===== config.mk =====
export PLATFORM = sky130hd
export DESIGN_NAME = efp_div
export DESIGN_NICKNAME = d
export VERILOG_FILES = /design/src/rtl/efp_div.sv
export SDC_FILE = /design/constraint.sdc
export NUM_CORES = 1
export LEC_CHECK = 0
export ABC_AREA = 1
export BUFFER_PORTS_ARGS = -buffer_cell sky130_fd_sc_hd__buf_2
export CAP_MARGIN = 20
export CORE_MARGIN = 8
export CORE_UTILIZATION = 45
export DETAILED_ROUTE_END_ITERATION = 8
export GPL_TIMING_DRIVEN = 1
export HOLD_SLACK_MARGIN = 0.03
export PLACE_DENSITY = 0.65
export SLEW_MARGIN = 20
export SYNTH_ARGS = -nofsm -noshare
export SYNTH_HDL_FRONTEND = slang
export SYNTH_SLANG_ARGS = --single-unit

===== constraint.sdc =====
create_clock -name clk_i -period 5.8 [get_ports clk_i]
set_input_delay 1.16 -clock clk_i [delete_from_list [all_inputs] [get_ports clk_i]]
set_output_delay 1.16 -clock clk_i [all_outputs]
set_load 0.01 [all_outputs]

===== src/rtl/efp_div.sv =====
// ============================================================================
// efp_div
// Pipelined restoring divider: 34-bit dividend by 18-bit divisor, 18-bit
// quotient, three quotient bits per stage over six stages.
// ============================================================================
`default_nettype none

module efp_div (
  input  wire logic        clk_i,
  input  wire logic [5:0]  en_i,
  input  wire logic [33:0] num_i,
  input  wire logic [17:0] den_i,
  output logic      [17:0] quo_o
);

  localparam int Stages = 6;
  localparam int Steps  = 3;
  localparam int QBits  = Stages * Steps;

  logic [16:0] rem_q [Stages];
  logic [17:0] lo_q  [Stages];
  logic [17:0] q_q   [Stages];
  logic [17:0] den_q [Stages];

  for (genvar j = 0; j < Stages; j++) begin : g_stage
    logic [16:0] rem_in, rem_out;
    logic [17:0] lo_in, q_in, den_in, q_out, trial;

    if (j == 0) begin : g_first
      // dividend is known to be below den * 2^18, so the top part fits
      assign rem_in = {1'b0, num_i[33:18]};
      assign lo_in  = num_i[17:0];
      assign q_in   = '0;
      assign den_in = den_i;
    end else begin : g_next
      assign rem_in = rem_q[j-1];
      assign lo_in  = lo_q[j-1];
      assign q_in   = q_q[j-1];
      assign den_in = den_q[j-1];
    end

    always_comb begin
      rem_out = rem_in;
      q_out   = q_in;
      trial   = '0;
      for (int s = 0; s < Steps; s++) begin
        trial = {rem_out, lo_in[QBits-1-Steps*j-s]};
        if (trial >= den_in) begin
          rem_out = 17'(trial - den_in);
          q_out[QBits-1-Steps*j-s] = 1'b1;
        end else begin
          rem_out = trial[16:0];
        end
      end
    end

    always_ff @(posedge clk_i) begin
      if (en_i[j]) begin
        rem_q[j] <= rem_out;
        lo_q[j]  <= lo_in;
        q_q[j]   <= q_out;
        den_q[j] <= den_in;
      end
    end
  end

  assign quo_o = q_q[Stages-1];

endmodule

`default_nettype wire


* Yosys cells after proc, flatten, opt, wreduce, memory -nomap -nowiden *
Memory sizes are Yosys's and may differ from the RTL's.
Index checks and enable logic that the tools add are counted.

word-level totals
  register bits after elaboration = 0
  RAM bits = 426
  input port bits = 59
  output and inout port bits = 18
  logic and storage cells = 88
  memories = 4

cells by class
  $add $sub $neg = 18
  magnitude comparators = 18
  muxes and demuxes = 48

memory list
  memory  words  width  read ports  clocked after memory_dff  write ports  line  text
  den_q   6      18     5           0                         6            23    logic [17:0] den_q [Stages];
  lo_q    6      18     5           0                         6            21    logic [17:0] lo_q [Stages];
  q_q     6      18     6           0                         6            22    logic [17:0] q_q [Stages];
  rem_q   6      17     5           0                         6            20    logic [16:0] rem_q [Stages];

operators with widths
  cell            number
  $ge 18x18->1    17
  $mux 17         18
  $sub 17x17->17  18
  $mux 1          30
  $ge 17x18->1    1

* Depth between registers and ports, before layout *
An unclocked memory read counts as a cell.

  word-level depth = 7
  depth in mapped cells = 41
  gate-level depth less buffers = 39

* Worst setup path before layout *
Ideal clock, no wire load.

  path kind = input port to flip-flop
  start point = in num_i[17]
  end point = mem rem_q[0][11], data pin
  library setup time = 0.253 ns
  arrival = 5.618 ns
  data required time = 5.547 ns
  slack = -0.071 ns
  stages on the path = 36
  buffers on the path = 2
  path through = inv_1 > ha_1 > inv_1 > fa_1 > nand2_1 > nand2_1 > nand3_1 > nand2_2 > nand2_1 > nand2_1 > nand2_2 > nand2_4 > or2_2 > and2_1 > ha_1 > nand2_1 > inv_1 > nand2_1 > inv_1 > a21oi_1 > nand3_1 > nor2_4 > buf_4 > nand3_1 > and2_1 > ha_1 > nand2_1 > nor2_1 > nand2_1 > nor4_2 > nand2_1 > nand4_2 > inv_2 > buf_4 > nand3_1 > nand2_1

RTL lines
  what             line  text
  start, declared  11    input wire logic [33:0] num_i,
  end, declared    20

==> impl.org <==
** Floorplanning
- The die is 275.5 µm tall.
- The region available for standard cell placement spans around 0.067 mm².
- The floorplan step defined a die boundary enclosing 0.07591 mm².
- Boundary Pins :: 77
- In this run the core area contains between 90 and 100 standard-cell rows.
- In this run the horizontal extent of the chip is ~280 µm.
- Effective utilization at floorplan :: 0.4529

** Final layout
- The area growth from synthesis to layout is 22.94%.
- Number of standard cells in the layout, taps in and fillers out :: 5826
- For this run, the post-layout net count is between 5000 and 6000.
- Summing all multi-input logic gate instances after layout gives 0.02002 mm².
- The layout has 6548 filler cells.
- Flip-flop and latch area :: around 0.0085 mm²
- Fraction of layout cells with a size suffix above 1 :: 0.1700
- The finished cells cover between 0.03 and 0.04 mm².
- The number of antenna diodes in the final layout is 0.
- Final cell utilization of the core :: 0.5568

** Clock tree
- Clock buffers created by TritonCTS :: 36
- Number of hold buffers added after cts :: 0
- Clock transition at the register clock pins on the worst setup and hold paths after CTS :: 0.07 ns
- TritonCTS built the clock tree.
- Root buffer cell :: sky130_fd_sc_hd__clkbuf_16
- No sink is reached through more buffers than the 3 on the longest clock path.
- Clock tree synthesis found a total of 283 sinks.
- CTS built an H-tree with a depth of 2.
- Clock Latency Late Sink :: 0.57 ns

** Critical path
- The worst setup path is of the register to register kind.
- Element type at the critical path start :: register
- On the critical path the largest part of the delay comes from simple AND/OR/NAND/NOR gates.
- Maximum net fanout on the critical path :: 15
- STA puts the critical path data arrival time at just under 6 ns.
- Data on the critical path is required at its endpoint by ~6 ns.
- Buffer and inverter count on the worst path :: 8
- The largest single stage delay on the critical path is around 0.48 ns.
- Cell mode on critical path :: sky130_fd_sc_hd__nand2_1
- Slowest CP cell :: sky130_fd_sc_hd__edfxtp_1
- The worst setup path is captured at a register.

** Global routing
- Via count of the first global-routing pass :: roughly 29000
- Pin count of the biggest net entering global routing :: 54
- In the global route stage, overall resource usage came out at 0.2530.
- The first global-routing pass estimated about 150000 µm of wire.
- The total overflow left after global routing is 0.
- The number of antenna violations at the first check in global routing came to 0.

** Synthesis
- Primary flip-flop cell chosen by synthesis mapping :: sky130_fd_sc_hd__edfxtp_1
- Counting flops and latches in the post-synthesis netlist gives roughly 280.
- Of the synthesized area, sequential elements account for 0.2804.
- Warnings, synthesis :: 0
- Post-synth EDFFs :: roughly 280
- Top-area cell type share of the netlist area :: 0.2804
- Fraction of synthesis flops using an asynchronous set or reset pin :: 0
- Top cell types by occurrence after synthesis :: sky130_fd_sc_hd__nand2_1, sky130_fd_sc_hd__inv_1, sky130_fd_sc_hd__nand3_1, sky130_fd_sc_hd__ha_1, sky130_fd_sc_hd__edfxtp_1
- Distinct cell type count after synthesis :: 47
- Synthesis produced a netlist with a net count of about 4800.
- Number of instances in the synthesized netlist :: between 4000 and 5000
- Top cell type by total area after synthesis :: sky130_fd_sc_hd__edfxtp_1
- Post-synthesis area per instance :: between 6 and 7 µm²
- Dominant cells by area after synthesis :: sky130_fd_sc_hd__edfxtp_1, sky130_fd_sc_hd__nand2_1, sky130_fd_sc_hd__ha_1
- After synthesis the cells add up to a little over 0.03 mm².
- Most numerous cell in the Yosys netlist :: sky130_fd_sc_hd__nand2_1

** Routing
- The detail route stage leaves a number of antenna-violating nets equal to 0.
- The final layout contains routed wiring with a total length of around 98000 µm.
- Iter 0 DRT Violations :: between 1500 and 2000
- Number of vias per cell :: around 5.2
- In the final routed layout, each cell accounts on average for ~17 µm.
- First-pass iteration count of the detailed router :: 7
- DRC violations left :: 0
- Via total after detailed routing :: 30300

** Timing
- In the finished design, the share of the clock period the worst path needs comes to 0.9708.
- Peak clock frequency supported by timing :: ~180 MHz
- Final Hold Viols :: 0
- Min Clock Period, post-route :: about 5.6 ns
- Setup violations remaining at the end of the flow were counted as 0.
- The final count of pins violating max slew is 0.
- Transition at the pin with the smallest max-transition slack :: ~0.87 ns
- Normalized max-slew margin :: 0.4205
- Final Skew :: 0.02111 ns

** Place
- Routability Congestion :: a little under 1
- Inst Count DP :: 5721
- Number of buffer cells added on primary ports :: 76
- Detailed placement finished with a half-perimeter wire length of roughly 82000 µm.
- In this run the cell area measured after placement is between 0.03 and 0.04 mm².

** Status
- Run status :: finished, final reports clean

** Job
- Max-cap violations in this run came to 0.

** Min path
- Hold crit path type :: register to register
==> cell usage in the layout (no fill, tap or decap), drive strengths merged <==
cell,netlist,final
a211oi,2,2
a21boi,13,13
a21o,25,25
a21oi,251,251
a31oi,2,2
and2,91,91
buf,49,544
bufinv,0,1
clkbuf,0,43
clkinv,0,10
clkinvlp,0,5
edfxtp,283,283
fa,17,17
ha,323,323
inv,641,646
nand2,1475,1475
nand3,486,486
nand3b,71,71
nand4,60,60
nor2,257,260
nor3,33,33
nor3b,1,1
nor4,9,9
o2111ai,1,1
o211a,1,1
o211ai,7,7
o21a,7,7
o21ai,114,114
o21bai,13,13
o31ai,5,5
or2,17,17
xnor2,68,68
xor2,69,69
==> worst register-to-register path: cells and delay by family (launching register included) <==
family        cells  cell delay, ns
fa+ha+maj         3            1.04
buf+inv           8            1.05
flops             1            0.48
simple gates     23            2.79
==> final cells by class <==
class / count / share of cell area
Clock inverter: 20 / 0.004466
Tap cell: 873 / 0.02932
Timing Repair Buffer: 544 / 0.1100
Multi-Input combinational cell: 3421 / 0.5374
Timing Repair inverter: 1 / 0.0001343
Clock buffer: 43 / 0.02545
Inverter: 641 / 0.06515
Sequential cell: 283 / 0.2281
==> flip-flops by register name, summed over array words and instances (netlist names) <==
name	flops
rem_q	85
q_q	63
den_q	90
lo_q	45
==> worst paths after layout <==
kind / to / startpoint / cells after the start / slack, ns
hold / removal: q_q[4][17] / q_q[3][17] / 0 / 0.41
setup / recovery: rem_q[1][1] / den_q[0][8] / 34 / 0.17
hold reg to reg: q_q[4][17] / q_q[3][17] / 0 / 0.41
setup reg to reg: rem_q[1][1] / den_q[0][8] / 34 / 0.17
==> logic make-up after synthesis <==
| logic type | synth area share |
|---|---|
| AO/OA/AOI/OAI | 0.08025 |
| XOR/XNOR | 0.03959 |
| buffers and inverters | 0.09177 |
| AND/OR/NAND/NOR | 0.3634 |
| flip-flops | 0.2804 |
| adder cells (fa/ha/maj) | 0.1446 |
==> through the flow <==
stage | setup WS (ns) | hold WS (ns) | setup TNS (ns)
2_1_floorplan | 0.005023 | 0.4003 | 0
3_3_place_gp | -0.2880 | 0.4008 | -4.442
3_5_place_dp | -0.4258 | 0.4045 | -6.922
4_1_cts | 0.0008828 | 0.4075 | 0
5_1_grt | -0.1691 | 0.4193 | -1.311
6_report | 0.1693 | 0.4073 | 0
==> metal layers <==
metal / track usage / wire, µm / vias up
li1: - / - / 15540
met1: 0.3055 / 41730 / 13830
met2: 0.4575 / 48460 / 706
met3: 0.02434 / 3862 / 220
met4: 0.1033 / 4314 / 0
met5: 0 / 0 / -
==> repair_timing <==
item | CTS | global route
gates resized for setup | 1 | 210
endpoints found under the setup margin | 8 | 91
pin swaps | 0 | 32
gates cloned | 0 | 4
buffers inserted | 0 | 38
Power is not shown: default switching activity piles up to over one toggle a cycle in this logic, so the estimate is an artifact.
